$ cat config.mk
export PLATFORM = sky130hd
export DESIGN_NAME = retry_backoff_throttle_flat
export DESIGN_NICKNAME = d
export VERILOG_FILES = /design/src/rtl/core/rbt_pkg.sv /design/src/rtl/core/rbt_if.sv /design/src/rtl/core/rbt_ctrl.sv /design/src/rtl/core/rbt_datapath.sv /design/src/rtl/core/retry_backoff_throttle.sv /design/src/flat_wrapper.sv
export SDC_FILE = /design/constraint.sdc
export NUM_CORES = 2
export LEC_CHECK = 0
export ABC_AREA = 1
export BUFFER_PORTS_ARGS = -buffer_cell sky130_fd_sc_hd__buf_2
export CORE_UTILIZATION = 65
export CTS_CLUSTER_DIAMETER = 50
export DETAILED_ROUTE_END_ITERATION = 10
export PLACE_DENSITY = 0.85
export SLEW_MARGIN = 0
export SYNTH_ARGS = -nofsm -noshare
export SYNTH_HDL_FRONTEND = slang
export SYNTH_SLANG_ARGS = --single-unit
export TNS_END_PERCENT = 20
$ cat constraint.sdc
create_clock -name clk -period 42.3 [get_ports clk]
set_input_delay 0 -clock clk [delete_from_list [all_inputs] [get_ports clk]]
set_output_delay 0 -clock clk [all_outputs]
set_load 0.02 [all_outputs]
$ cat src/rtl/core/rbt_pkg.sv
// Package for the retry backoff throttle: widths, reset values, codes and the
// command and status types that join the controller to the datapath.
// No dependencies.
package rbt_pkg;

  localparam int WORD_BITS      = 64;
  localparam int ROUND_BITS     = 32;
  localparam int OP_BITS        = 3;
  localparam int MODE_BITS      = 2;
  localparam int CFG_INDEX_BITS = 2;
  localparam int TIME_BITS_DEF  = 64;
  localparam int DIV_CNT_BITS   = 6;

  localparam logic [OP_BITS-1:0] OP_ADMIT    = 3'd0;
  localparam logic [OP_BITS-1:0] OP_PUBLISH  = 3'd1;
  localparam logic [OP_BITS-1:0] OP_SUCCESS  = 3'd2;
  localparam logic [OP_BITS-1:0] OP_STOP     = 3'd3;
  localparam logic [OP_BITS-1:0] OP_SNAPSHOT = 3'd4;

  localparam logic [MODE_BITS-1:0] MODE_READY    = 2'd0;
  localparam logic [MODE_BITS-1:0] MODE_COOLDOWN = 2'd1;
  localparam logic [MODE_BITS-1:0] MODE_STOPPING = 2'd2;

  localparam logic [CFG_INDEX_BITS-1:0] CFG_ENABLE = 2'd0;
  localparam logic [CFG_INDEX_BITS-1:0] CFG_BASE   = 2'd1;
  localparam logic [CFG_INDEX_BITS-1:0] CFG_CAP    = 2'd2;

  localparam logic                 ENABLE_RESET = 1'b1;
  localparam logic [WORD_BITS-1:0] BASE_RESET   = 64'd1000;
  localparam logic [WORD_BITS-1:0] CAP_RESET    = 64'd60000;

  localparam logic [WORD_BITS-1:0]  WORD_MAX  = {WORD_BITS{1'b1}};
  localparam logic [ROUND_BITS-1:0] ROUND_MAX = {ROUND_BITS{1'b1}};

  typedef struct packed {
    logic load;
    logic decode;
    logic pub_begin;
    logic ceil_init;
    logic ceil_step;
    logic lo_calc;
    logic span_calc;
    logic div_step;
    logic delay_sum;
    logic hint_apply;
    logic dead_calc;
    logic commit;
    logic emit;
  } rbt_cmd_t;

  typedef struct packed {
    logic [MODE_BITS-1:0] mode;
    logic                 pub_go;
    logic                 ceil_done;
    logic                 div_done;
  } rbt_sts_t;

endpackage

$ cat src/rtl/core/rbt_if.sv
// Handshake interfaces for the command words and the result words of the
// retry backoff throttle. Depends on rbt_pkg.
interface rbt_in_if;
  logic                               valid;
  logic                               ready;
  logic [rbt_pkg::OP_BITS-1:0]        opcode;
  logic [rbt_pkg::WORD_BITS-1:0]      now_time;
  logic                               hint_valid;
  logic [rbt_pkg::WORD_BITS-1:0]      hint_delay;
  logic [rbt_pkg::WORD_BITS-1:0]      random_word;
  logic [rbt_pkg::WORD_BITS-1:0]      generation_tag;

  modport source (output valid, output opcode, output now_time, output hint_valid,
                  output hint_delay, output random_word, output generation_tag,
                  input ready);
  modport sink (input valid, input opcode, input now_time, input hint_valid,
                input hint_delay, input random_word, input generation_tag,
                output ready);
endinterface

interface rbt_out_if;
  logic                               valid;
  logic                               ready;
  logic                               admitted;
  logic [rbt_pkg::WORD_BITS-1:0]      granted_generation;
  logic [rbt_pkg::WORD_BITS-1:0]      deadline_time;
  logic [rbt_pkg::MODE_BITS-1:0]      mode_code;
  logic [rbt_pkg::WORD_BITS-1:0]      round_start_time;
  logic [rbt_pkg::WORD_BITS-1:0]      current_generation;
  logic [rbt_pkg::ROUND_BITS-1:0]     round_count;
  logic [rbt_pkg::WORD_BITS-1:0]      event_count;

  modport source (output valid, output admitted, output granted_generation,
                  output deadline_time, output mode_code, output round_start_time,
                  output current_generation, output round_count, output event_count,
                  input ready);
  modport sink (input valid, input admitted, input granted_generation,
                input deadline_time, input mode_code, input round_start_time,
                input current_generation, input round_count, input event_count,
                output ready);
endinterface

$ cat src/rtl/core/rbt_ctrl.sv
// Sequencing state machine of the retry backoff throttle.
// Depends on rbt_pkg; drives the datapath through rbt_cmd_t and reads rbt_sts_t.
module rbt_ctrl (
  input  logic              clk,
  input  logic              rst,
  input  logic              req_valid,
  output logic              req_ready,
  output logic              rsp_valid,
  input  logic              rsp_ready,
  output rbt_pkg::rbt_cmd_t cmd,
  input  rbt_pkg::rbt_sts_t sts
);

  localparam logic [3:0] S_IDLE   = 4'd0;
  localparam logic [3:0] S_DECODE = 4'd1;
  localparam logic [3:0] S_CINIT  = 4'd2;
  localparam logic [3:0] S_CEIL   = 4'd3;
  localparam logic [3:0] S_LO     = 4'd4;
  localparam logic [3:0] S_SPAN   = 4'd5;
  localparam logic [3:0] S_DIV    = 4'd6;
  localparam logic [3:0] S_DSUM   = 4'd7;
  localparam logic [3:0] S_HINT   = 4'd8;
  localparam logic [3:0] S_DEAD   = 4'd9;
  localparam logic [3:0] S_COMMIT = 4'd10;
  localparam logic [3:0] S_EMIT   = 4'd11;

  logic [3:0] state;
  logic [3:0] state_next;
  logic       out_full;
  logic       out_full_next;

  assign req_ready = (state == S_IDLE);
  assign rsp_valid = out_full;

  always_comb begin
    state_next = state;
    cmd        = '0;
    case (state)
      S_IDLE: begin
        if (req_valid) begin
          cmd.load   = 1'b1;
          state_next = S_DECODE;
        end
      end
      S_DECODE: begin
        if (sts.pub_go) begin
          cmd.pub_begin = 1'b1;
          state_next    = S_CINIT;
        end else begin
          cmd.decode = 1'b1;
          state_next = S_EMIT;
        end
      end
      S_CINIT: begin
        cmd.ceil_init = 1'b1;
        state_next    = S_CEIL;
      end
      S_CEIL: begin
        if (sts.ceil_done) begin
          state_next = S_LO;
        end else begin
          cmd.ceil_step = 1'b1;
        end
      end
      S_LO: begin
        cmd.lo_calc = 1'b1;
        state_next  = S_SPAN;
      end
      S_SPAN: begin
        cmd.span_calc = 1'b1;
        state_next    = S_DIV;
      end
      S_DIV: begin
        cmd.div_step = 1'b1;
        if (sts.div_done) begin
          state_next = S_DSUM;
        end
      end
      S_DSUM: begin
        cmd.delay_sum = 1'b1;
        state_next    = S_HINT;
      end
      S_HINT: begin
        cmd.hint_apply = 1'b1;
        state_next     = S_DEAD;
      end
      S_DEAD: begin
        cmd.dead_calc = 1'b1;
        state_next    = S_COMMIT;
      end
      S_COMMIT: begin
        cmd.commit = 1'b1;
        state_next = S_EMIT;
      end
      S_EMIT: begin
        if (!out_full || rsp_ready) begin
          cmd.emit   = 1'b1;
          state_next = S_IDLE;
        end
      end
      default: begin
        state_next = S_IDLE;
      end
    endcase
  end

  always_comb begin
    out_full_next = out_full;
    if (cmd.emit) begin
      out_full_next = 1'b1;
    end else if (rsp_ready) begin
      out_full_next = 1'b0;
    end
  end

  always_ff @(posedge clk) begin
    if (rst) begin
      state    <= S_IDLE;
      out_full <= 1'b0;
    end else begin
      state    <= state_next;
      out_full <= out_full_next;
    end
  end

endmodule

$ cat src/rtl/core/rbt_datapath.sv
// Datapath of the retry backoff throttle: configuration and throttle state,
// the doubling ceiling, the serial jitter remainder and the result register.
// Depends on rbt_pkg; commanded by rbt_ctrl.
module rbt_datapath #(
  parameter int TIME_BITS = rbt_pkg::TIME_BITS_DEF
) (
  input  logic                                clk,
  input  logic                                rst,
  input  logic                                cfg_write,
  input  logic [rbt_pkg::CFG_INDEX_BITS-1:0]  cfg_index,
  input  logic [rbt_pkg::WORD_BITS-1:0]       cfg_data,
  input  rbt_pkg::rbt_cmd_t                   cmd,
  output rbt_pkg::rbt_sts_t                   sts,
  input  logic [rbt_pkg::OP_BITS-1:0]         in_opcode,
  input  logic [rbt_pkg::WORD_BITS-1:0]       in_now_time,
  input  logic                                in_hint_valid,
  input  logic [rbt_pkg::WORD_BITS-1:0]       in_hint_delay,
  input  logic [rbt_pkg::WORD_BITS-1:0]       in_random_word,
  input  logic [rbt_pkg::WORD_BITS-1:0]       in_generation_tag,
  output logic                                out_admitted,
  output logic [rbt_pkg::WORD_BITS-1:0]       out_granted_generation,
  output logic [rbt_pkg::WORD_BITS-1:0]       out_deadline_time,
  output logic [rbt_pkg::MODE_BITS-1:0]       out_mode_code,
  output logic [rbt_pkg::WORD_BITS-1:0]       out_round_start_time,
  output logic [rbt_pkg::WORD_BITS-1:0]       out_current_generation,
  output logic [rbt_pkg::ROUND_BITS-1:0]      out_round_count,
  output logic [rbt_pkg::WORD_BITS-1:0]       out_event_count
);

  localparam int W  = rbt_pkg::WORD_BITS;
  localparam int RW = rbt_pkg::ROUND_BITS;
  localparam logic [W-1:0] TimeMax = rbt_pkg::WORD_MAX >> (W - TIME_BITS);

  logic                               enabled;
  logic [W-1:0]                       base;
  logic [W-1:0]                       cap;

  logic [rbt_pkg::MODE_BITS-1:0]      mode;
  logic [W-1:0]                       cooldown_end;
  logic [W-1:0]                       round_start;
  logic [RW-1:0]                      rounds;
  logic [W-1:0]                       generation_count;
  logic [W-1:0]                       publish_count;

  logic [rbt_pkg::OP_BITS-1:0]        op;
  logic [W-1:0]                       now;
  logic                               hint_on;
  logic [W-1:0]                       hint;
  logic [W-1:0]                       rnd_shift;
  logic [W-1:0]                       tag;

  logic [W-1:0]                       prior;
  logic [W-1:0]                       ceil_val;
  logic [RW-1:0]                      steps;
  logic [W-1:0]                       lo;
  logic [W-1:0]                       divisor;
  logic [W-1:0]                       rem;
  logic [rbt_pkg::DIV_CNT_BITS-1:0]   div_cnt;
  logic [W-1:0]                       delay;
  logic [W-1:0]                       deadline;
  logic                               ok;
  logic [W-1:0]                       granted;

  logic                               lapsed;
  logic [rbt_pkg::MODE_BITS-1:0]      mode_eff;
  logic [W-1:0]                       half_up;
  logic [W:0]                         rem_shift;
  logic [W:0]                         dead_sum;
  logic                               admit_ok;
  logic [W-1:0]                       admit_gen;

  assign lapsed   = (mode == rbt_pkg::MODE_COOLDOWN) && (now >= cooldown_end);
  assign mode_eff = lapsed ? rbt_pkg::MODE_READY : mode;
  assign half_up  = {1'b0, ceil_val[W-1:1]} + {{(W-1){1'b0}}, ceil_val[0]};
  assign rem_shift = {rem, rnd_shift[W-1]};
  assign dead_sum  = {1'b0, now} + {1'b0, delay};

  // A disabled throttle admits with generation zero and ignores the cooldown, but still refuses while stopping.
  assign admit_ok  = (op == rbt_pkg::OP_ADMIT) && (mode != rbt_pkg::MODE_STOPPING) &&
                     (!enabled || (mode_eff != rbt_pkg::MODE_COOLDOWN));
  assign admit_gen = (admit_ok && enabled) ? generation_count : '0;

  assign sts.mode      = mode;
  assign sts.pub_go    = (op == rbt_pkg::OP_PUBLISH) && enabled &&
                         (mode != rbt_pkg::MODE_STOPPING);
  assign sts.ceil_done = (steps == '0) || (ceil_val >= cap) || (ceil_val == '0);
  assign sts.div_done  = (div_cnt == {rbt_pkg::DIV_CNT_BITS{1'b1}});

  always_ff @(posedge clk) begin
    if (rst) begin
      enabled <= rbt_pkg::ENABLE_RESET;
      base    <= rbt_pkg::BASE_RESET;
      cap     <= rbt_pkg::CAP_RESET;
    end else if (cfg_write) begin
      case (cfg_index)
        rbt_pkg::CFG_ENABLE: enabled <= cfg_data[0];
        rbt_pkg::CFG_BASE:   base    <= cfg_data;
        rbt_pkg::CFG_CAP:    cap     <= cfg_data;
        default: begin
        end
      endcase
    end
  end

  always_ff @(posedge clk) begin
    if (cmd.load) begin
      op        <= in_opcode;
      now       <= in_now_time & TimeMax;
      hint_on   <= in_hint_valid;
      hint      <= in_hint_delay;
      rnd_shift <= in_random_word;
      tag       <= in_generation_tag;
    end else if (cmd.div_step) begin
      rnd_shift <= {rnd_shift[W-2:0], 1'b0};
    end
    if (cmd.ceil_init) begin
      ceil_val <= base;
      steps    <= rounds - {{(RW-1){1'b0}}, 1'b1};
    end else if (cmd.ceil_step) begin
      ceil_val <= (ceil_val > {1'b0, cap[W-1:1]}) ? cap : {ceil_val[W-2:0], 1'b0};
      steps    <= steps - {{(RW-1){1'b0}}, 1'b1};
    end
    if (cmd.lo_calc) begin
      lo <= (half_up < base) ? base : half_up;
    end
    if (cmd.span_calc) begin
      divisor <= ceil_val - lo + {{(W-1){1'b0}}, 1'b1};
      rem     <= '0;
      div_cnt <= '0;
    end else if (cmd.div_step) begin
      rem     <= (rem_shift >= {1'b0, divisor}) ? W'(rem_shift - {1'b0, divisor})
                                                : rem_shift[W-1:0];
      div_cnt <= div_cnt + {{(rbt_pkg::DIV_CNT_BITS-1){1'b0}}, 1'b1};
    end
    if (cmd.delay_sum) begin
      delay <= lo + rem;
    end else if (cmd.hint_apply && hint_on && (hint > delay)) begin
      delay <= hint;
    end
    if (cmd.dead_calc) begin
      deadline <= (dead_sum > {1'b0, TimeMax}) ? TimeMax : dead_sum[W-1:0];
    end
    if (cmd.emit) begin
      out_admitted           <= ok;
      out_granted_generation <= granted;
      out_deadline_time      <= cooldown_end;
      out_mode_code          <= mode;
      out_round_start_time   <= round_start;
      out_current_generation <= generation_count;
      out_round_count        <= rounds;
      out_event_count        <= publish_count;
    end
  end

  always_ff @(posedge clk) begin
    if (rst) begin
      mode             <= rbt_pkg::MODE_READY;
      cooldown_end     <= '0;
      round_start      <= '0;
      rounds           <= '0;
      generation_count <= '0;
      publish_count    <= '0;
      ok               <= 1'b0;
      granted          <= '0;
      prior            <= '0;
    end else begin
      if (cmd.pub_begin) begin
        ok      <= 1'b0;
        granted <= '0;
        mode    <= mode_eff;
        if (mode_eff == rbt_pkg::MODE_COOLDOWN) begin
          prior <= cooldown_end;
        end else begin
          prior       <= '0;
          round_start <= now;
          if (rounds != rbt_pkg::ROUND_MAX) begin
            rounds <= rounds + {{(RW-1){1'b0}}, 1'b1};
          end
        end
      end
      if (cmd.decode) begin
        ok      <= admit_ok;
        granted <= admit_gen;
        case (op)
          rbt_pkg::OP_ADMIT: begin
            if (enabled && (mode != rbt_pkg::MODE_STOPPING)) begin
              mode <= mode_eff;
            end
          end
          rbt_pkg::OP_SUCCESS: begin
            if (enabled && (mode != rbt_pkg::MODE_STOPPING)) begin
              mode <= mode_eff;
              if ((mode_eff == rbt_pkg::MODE_READY) && (tag == generation_count)) begin
                rounds <= '0;
              end
            end
          end
          rbt_pkg::OP_STOP: begin
            mode <= rbt_pkg::MODE_STOPPING;
          end
          default: begin
          end
        endcase
      end
      if (cmd.commit) begin
        cooldown_end <= (deadline < prior) ? prior : deadline;
        if (generation_count == rbt_pkg::WORD_MAX) begin
          mode <= rbt_pkg::MODE_STOPPING;
        end else begin
          generation_count <= generation_count + {{(W-1){1'b0}}, 1'b1};
          publish_count    <= publish_count + {{(W-1){1'b0}}, 1'b1};
          mode             <= rbt_pkg::MODE_COOLDOWN;
        end
      end
    end
  end

endmodule

$ cat src/rtl/core/retry_backoff_throttle.sv
// Top level of the retry backoff throttle: joins the controller and the datapath.
// Depends on rbt_pkg, rbt_if, rbt_ctrl and rbt_datapath.
//
// The throttle takes one command word at a time and returns one result word for
// it. Admit, success, stop, snapshot and a publish that is ignored pass from
// acceptance through the decode and emit states to the result being offered.
// A publish that opens or extends a cooldown also passes through the ceiling,
// divider, delay, hint, deadline and commit states: the doubling loop steps
// once a cycle until the round count or the cap ends it (at most 64 steps),
// and the jitter remainder is formed by a restoring divider that retires one
// bit of the random word per cycle until all 64 bits are used. The next
// command is accepted as soon as the result is in the output register, even
// if it has not yet been taken. Configuration writes must be made while no
// command is in flight; the cap must not be set below the base delay.
module retry_backoff_throttle #(
  parameter int TIME_BITS = rbt_pkg::TIME_BITS_DEF
) (
  input  logic                                clk,
  input  logic                                rst,
  input  logic                                cfg_write,
  input  logic [rbt_pkg::CFG_INDEX_BITS-1:0]  cfg_index,
  input  logic [rbt_pkg::WORD_BITS-1:0]       cfg_data,
  rbt_in_if.sink                              req,
  rbt_out_if.source                           rsp
);

  rbt_pkg::rbt_cmd_t cmd;
  rbt_pkg::rbt_sts_t sts;

  rbt_ctrl u_ctrl (
    .clk       (clk),
    .rst       (rst),
    .req_valid (req.valid),
    .req_ready (req.ready),
    .rsp_valid (rsp.valid),
    .rsp_ready (rsp.ready),
    .cmd       (cmd),
    .sts       (sts)
  );

  rbt_datapath #(
    .TIME_BITS (TIME_BITS)
  ) u_datapath (
    .clk                    (clk),
    .rst                    (rst),
    .cfg_write              (cfg_write),
    .cfg_index              (cfg_index),
    .cfg_data               (cfg_data),
    .cmd                    (cmd),
    .sts                    (sts),
    .in_opcode              (req.opcode),
    .in_now_time            (req.now_time),
    .in_hint_valid          (req.hint_valid),
    .in_hint_delay          (req.hint_delay),
    .in_random_word         (req.random_word),
    .in_generation_tag      (req.generation_tag),
    .out_admitted           (rsp.admitted),
    .out_granted_generation (rsp.granted_generation),
    .out_deadline_time      (rsp.deadline_time),
    .out_mode_code          (rsp.mode_code),
    .out_round_start_time   (rsp.round_start_time),
    .out_current_generation (rsp.current_generation),
    .out_round_count        (rsp.round_count),
    .out_event_count        (rsp.event_count)
  );

  // Stopping is left only through reset.
  a_stop_sticky: assert property (@(posedge clk) disable iff (rst)
    (sts.mode == rbt_pkg::MODE_STOPPING) |=> (sts.mode == rbt_pkg::MODE_STOPPING))
    else $error("throttle left stopping without reset");

  a_one_in_flight: assert property (@(posedge clk) disable iff (rst)
    (req.valid && req.ready) |=> !req.ready)
    else $error("second command accepted while one is in flight");

  a_grant_not_stopping: assert property (@(posedge clk) disable iff (rst)
    (rsp.valid && rsp.admitted) |-> (rsp.mode_code != rbt_pkg::MODE_STOPPING))
    else $error("admission reported while stopping");

  a_grant_implies_admit: assert property (@(posedge clk) disable iff (rst)
    (rsp.valid && (rsp.granted_generation != '0)) |-> rsp.admitted)
    else $error("generation granted on a refused word");

endmodule
$ cat src/flat_wrapper.sv
// flat-port wrapper written by rule: the top's interface ports become plain ports
module retry_backoff_throttle_flat 
#(
  parameter int TIME_BITS = rbt_pkg::TIME_BITS_DEF
)
  (clk, rst, cfg_write, cfg_index, cfg_data, req_valid, req_opcode, req_now_time, req_hint_valid, req_hint_delay, req_random_word, req_generation_tag, req_ready, rsp_valid, rsp_admitted, rsp_granted_generation, rsp_deadline_time, rsp_mode_code, rsp_round_start_time, rsp_current_generation, rsp_round_count, rsp_event_count, rsp_ready);
  rbt_in_if req_i ();
  rbt_out_if rsp_i ();
  input  logic clk;
  input  logic rst;
  input  logic cfg_write;
  input  logic [rbt_pkg::CFG_INDEX_BITS-1:0] cfg_index;
  input  logic [rbt_pkg::WORD_BITS-1:0] cfg_data;
  input wire logic [$bits(req_i.valid)-1:0] req_valid;
  input wire logic [$bits(req_i.opcode)-1:0] req_opcode;
  input wire logic [$bits(req_i.now_time)-1:0] req_now_time;
  input wire logic [$bits(req_i.hint_valid)-1:0] req_hint_valid;
  input wire logic [$bits(req_i.hint_delay)-1:0] req_hint_delay;
  input wire logic [$bits(req_i.random_word)-1:0] req_random_word;
  input wire logic [$bits(req_i.generation_tag)-1:0] req_generation_tag;
  output wire logic [$bits(req_i.ready)-1:0] req_ready;
  output wire logic [$bits(rsp_i.valid)-1:0] rsp_valid;
  output wire logic [$bits(rsp_i.admitted)-1:0] rsp_admitted;
  output wire logic [$bits(rsp_i.granted_generation)-1:0] rsp_granted_generation;
  output wire logic [$bits(rsp_i.deadline_time)-1:0] rsp_deadline_time;
  output wire logic [$bits(rsp_i.mode_code)-1:0] rsp_mode_code;
  output wire logic [$bits(rsp_i.round_start_time)-1:0] rsp_round_start_time;
  output wire logic [$bits(rsp_i.current_generation)-1:0] rsp_current_generation;
  output wire logic [$bits(rsp_i.round_count)-1:0] rsp_round_count;
  output wire logic [$bits(rsp_i.event_count)-1:0] rsp_event_count;
  input wire logic [$bits(rsp_i.ready)-1:0] rsp_ready;
  assign req_i.valid = req_valid;
  assign req_i.opcode = req_opcode;
  assign req_i.now_time = req_now_time;
  assign req_i.hint_valid = req_hint_valid;
  assign req_i.hint_delay = req_hint_delay;
  assign req_i.random_word = req_random_word;
  assign req_i.generation_tag = req_generation_tag;
  assign req_ready = req_i.ready;
  assign rsp_valid = rsp_i.valid;
  assign rsp_admitted = rsp_i.admitted;
  assign rsp_granted_generation = rsp_i.granted_generation;
  assign rsp_deadline_time = rsp_i.deadline_time;
  assign rsp_mode_code = rsp_i.mode_code;
  assign rsp_round_start_time = rsp_i.round_start_time;
  assign rsp_current_generation = rsp_i.current_generation;
  assign rsp_round_count = rsp_i.round_count;
  assign rsp_event_count = rsp_i.event_count;
  assign rsp_i.ready = rsp_ready;
  retry_backoff_throttle #(.TIME_BITS(TIME_BITS)) u_core (.clk(clk), .rst(rst), .cfg_write(cfg_write), .cfg_index(cfg_index), .cfg_data(cfg_data), .req(req_i), .rsp(rsp_i));
endmodule
==> run_results.csv, run 1 <==
group,metric,value,unit
cts,cts_hold_buf,580,
synthesis,syn_nets,12600,
grt,antenna_found_initial,154,
synthesis,synth-seq-cells,1590,
status,tool.error,"[ERROR GRT-0232] Routing congestion too high. Check the congestion heatmap in the GUI.",
synthesis,synth_cells,11500,
grt,grt_max_degree,195,
die,die_x,381,um
synthesis,synth.avg_cell_area,8.06,um^2
cts,cts_resized,0,
synthesis,synth_edf_count,967,
cts,cts_max_path_buffers,3,
placed_design,dp_hpwl,268000,um
cts,cts_buffers,185,
die,ioPinCount,688,
die,start_util,0.656,
cts,clock-sinks,1590,
synthesis,synth_async_sr_flop_share,0,
cts,cts-root-buf,"clkbuf_16",
grt,grt_usage,0.703,
grt,overflow,7,
cts,htreeDepth,4,
placed_design,place.gp.congestion,1.14,
synthesis,yosys.cell_types.count,70,
status,stop_stage,"global routing (5_1_grt)",
synthesis,mappedNetlistArea,93100,um^2
die,die_h,381,um
die,rows,138,
placed_design,port_buffers,687,
synthesis,synth-seq-area-share,0.446,
synthesis,yosysWarnings,0,
status,status,"stopped before the end",
cts,postCtsSetupBuffers,0,
synthesis,synth_ff_type,"edfxtp_1",
==> synth_stat cells (all sizes together), types with 50 or more instances <==
cell type  number  area (um^2)
nand4         268         1690
xnor2         119         1040
clkbuf        242          911
nand2        2526         9510
edfxtp        967        29000
o21ai         690         3510
inv          1562         5870
ha            705         8820
a21o           50          375
a31oi          85          538
nor3          208         1110
nor2         1034         3950
nand3         765         3860
xor2          220         1930
dfxtp         623        12500
a21oi         968         4850
or2            60          375
buf            91          553
nor4           93          607
==> routing by layer <==
metal  global-route usage  overflow
met1                0.715         0
met2                0.879         2
met3                0.530         3
met4                0.652         2
met5                0.355         0
==> cells by family after synthesis <==
logic type	share of synthesized area
xor+xnor	0.0319
buf+inv	0.0789
flops	0.446
mux	0.000430
fa+ha+maj	0.0956
simple gates	0.232
compound gates	0.116
==> metrics by stage <==
stage	utilization	std cells	worst slack, ns	cell area (um^2)	hold slack (ns)
after floorplan	-	11500	25.77	93100	0.0989
after global placement	0.691	13800	36.54	98100	0.177
after detailed placement	0.691	13800	36.48	98100	0.178
after CTS	0.779	14800	36.36	111000	0.0000168
==> run 2, diff against run 1 <==
--- a/config.mk
+++ b/config.mk
@@ -7,10 +7,9 @@
 export LEC_CHECK = 0
 export ABC_AREA = 1
 export BUFFER_PORTS_ARGS = -buffer_cell sky130_fd_sc_hd__buf_2
-export CORE_UTILIZATION = 65
-export CTS_CLUSTER_DIAMETER = 50
+export CORE_UTILIZATION = 40
 export DETAILED_ROUTE_END_ITERATION = 10
-export PLACE_DENSITY = 0.85
+export PLACE_DENSITY_LB_ADDON = 0.15
 export SLEW_MARGIN = 0
 export SYNTH_ARGS = -nofsm -noshare
 export SYNTH_HDL_FRONTEND = slang
==> run 2 against run 1 <==
  * The flow now finishes without violations
  * Synthesized area unchanged
  * Synthesized cell count unchanged
==> run_results.csv, run 2 <==
group,metric,value,unit
worst_setup_path,r2r_start,"u_core.u_datapath.ceil_val[1]",
synthesis,synth-seq-area-share,0.446,
route,drt_iter0_drc,7492,
placed_design,dp_hpwl,299000,um
worst_setup_path,setup.worst_path.end,"u_core.u_datapath.lo[15]",
route,ant_nets,0,
finish,multi_input_area,44400,um^2
synthesis,synthTopCellsByCount,"nand2_1 (2,516), inv_1 (1,546), nor2_1 (1,014)",
cts,htreeDepth,4,
route,first_pass_iters,8,
synthesis,synth_async_sr_flop_share,0,
synthesis,synth_most_common_cell,"nand2_1",
worst_setup_path,crit_top_cell,"nand2_1",
worst_setup_path,cp.required,42.84,ns
die,rows,176,
route,vias,86700,
worst_setup_path,worst-r2r-setup-slack,35.82,ns
run,drv_cap,0,
synthesis,synth_ff_type,"edfxtp_1",
route,routedWlPerCell,24.0,um
status,status,"finished clean",
grt,grt_usage,0.319,
worst_setup_path,slowest_stage,"a2111oi_0",
placed_design,place.gp.congestion,1.01,
timing,slew_headroom,0.219,
synthesis,syn_nets,12600,
pwr,power_density,54.3,nW/um^2
grt,antenna_found_initial,33,
min_path,hold_class,"input port to register",
grt,overflow,0,
pwr,leakage,46.0,nW
die,start_util,0.404,
finish,fin_nets,13800,
synthesis,yosys.area.top_type,"edfxtp_1",
timing,post-route-min-period,6.48,ns
pwr,ir_worst_vdd,37.2,uV
finish,drive_above_1_share,0.0948,
synthesis,synthTopCellsByArea,"edfxtp_1 (31%), dfxtp_1 (13%), nand2_1 (10%), ha_1 (9.5%), inv_1 (6.2%)",
worst_setup_path,cpPeakStageDelay,0.80,ns
worst_setup_path,cp-start-kind,"register",
finish,final_common_cell,"nand2_1",
route,drcViolationCount,0,
worst_setup_path,path_class,"register to register",
timing,drv_slew,0,
cts,cts_resized,0,
grt,grt_max_degree,175,
synthesis,yosysWarnings,0,
synthesis,synth.avg_cell_area,8.06,um^2
timing,final.period_utilization,0.153,
worst_setup_path,ff2ff_path_depth,25,
min_path,worstHoldStart,"cfg_data[40]",
cts,cts.clk_slew.worst_paths,0.06,ns
finish,regArea,41500,um^2
cts,cts_max_path_buffers,3,
timing,setup_viol,0,
synthesis,synth_edf_count,967,
cts,clock-sinks,1590,
grt,grt_pass1_wl,560000,um
placed_design,dp_cells,15000,
finish,area_delta_synth_final,20.6,%
cts,cts_hold_buf,613,
cts,clock_latency,0.87,ns
die,fp.coreArea,231000,um^2
synthesis,yosys.cell_types.count,70,
finish,final_cell_mix,"nand2_1 (2,507), inv_1 (1,540), nor2_1 (1,006)",
cts,cts-root-buf,"clkbuf_16",
worst_setup_path,reg2reg_to,"u_core.u_datapath.lo[15]",
timing,clock_skew,0.0870,ns
timing,tightest_slew,1.16,ns
placed_design,preCtsSetupSlack,35.94,ns
cts,postCtsSetupBuffers,0,
synthesis,mappedNetlistArea,93100,um^2
timing,timing.fmax,154,MHz
route,wirelength,384000,um
worst_setup_path,setup.worst_path.end_class,"register",
synthesis,synth_cells,11500,
worst_setup_path,cp.arrival,7.02,ns
die,ioPinCount,688,
synthesis,synth-seq-cells,1590,
timing,hold_ws,0.0243,ns
worst_setup_path,cp_max_fo,78,
grt,grt_pass1_vias,84400,
die,die-area,235000,um^2
timing,rsz0062_at_grt,"no",
cts,cts_tree,"yes",
finish,instances_no_fill,16000,
worst_setup_path,crit_path_start,"u_core.u_datapath.ceil_val[1]",
timing,finalWorstSetupSlack,35.82,ns
cts,cts_buffers,184,
die,die_h,485,um
die,die_x,485,um
placed_design,port_buffers,687,
route,vias_per_cell,5.42,
finish,fillers,22600,
synthesis,synth_top_cell_area_share,0.312,
timing,hold_viol_final,0,
timing,tns,0,ns
-- run 2: worst min-delay path by stage --
stage / endpoint / slack, ns / depth (start not counted)
floorplan: u_core.u_datapath.hint[0] / 0.1 / 0
global placement: u_core.u_datapath.hint[36] / 0.18 / 1
detailed placement: u_core.u_datapath.tag[3] / 0.18 / 1
CTS: u_core.u_datapath.rnd_shift[24] / 0.0002 / 4
global route: u_core.u_datapath.now[0] / 0.002 / 2
finish: u_core.u_datapath.cap[40] / 0.02 / 4
-- run 2: cell families (layout without fill, tap and decap cells) --
| logic type | count (synthesis) | in the layout | share of synthesized area |
|---|---|---|---|
| simple gates | 5016 | 5016 | 0.232 |
| xor+xnor | 339 | 339 | 0.0319 |
| buf+inv | 1899 | 3280 | 0.0789 |
| mux | 4 | 4 | 0.000430 |
| compound gates | 1991 | 1991 | 0.116 |
| other cells | 0 | 23 | 0 |
| fa+ha+maj | 709 | 709 | 0.0956 |
| flops | 1590 | 1590 | 0.446 |
-- run 2: layout make-up --
cell class,instances,area share
multi-input cells,8059,0.396
flip-flops and latches,1590,0.370
repair buffers,1364,0.0898
inverters,1566,0.0524
clock buffers,264,0.0483
well taps,3026,0.0337
clock inverters,86,0.00957
diodes,23,0.000513
-- run 2: report_power, final --
group	internal (W)	total, W	leakage (nW)	switching (W)
registers	0.00195	0.00215	14.0	0.000195
logic	0.000698	0.00225	28.9	0.00155
clock network	0.000973	0.00169	3.16	0.000718
total	0.00363	0.00609	46.0	0.00247
-- run 2: per-layer routing --
layer,GRT usage,part of all wire
met1,0.424,0.44
met2,0.515,0.45
met3,0.0419,0.058
met4,0.143,0.051
met5,0,0.000034
-- run 2: metrics by stage --
step	util	total power, W	cell area, um^2
3_3_place_gp	0.431	0.00434	99600
6_report	0.486	0.00609	112000
5_1_grt	0.486	0.00643	112000
3_5_place_dp	0.431	0.00435	99600
4_1_cts	0.486	0.00609	112000
2_1_floorplan	-	0.00355	93100
-- run 2: worst max-delay path, delay by kind of cell, from the launching register on --
| kind | cells | cell delay (ns) |
|---|---|---|
| AND/OR/NAND/NOR | 14 | 2.77 |
| XOR/XNOR | 1 | 0.18 |
| flip-flops | 1 | 0.41 |
| AO/OA/AOI/OAI | 4 | 1.21 |
| buffers and inverters | 3 | 0.61 |
| adder cells (fa/ha/maj) | 3 | 0.94 |
No activity file was read; power rests on OpenSTA's default activity.
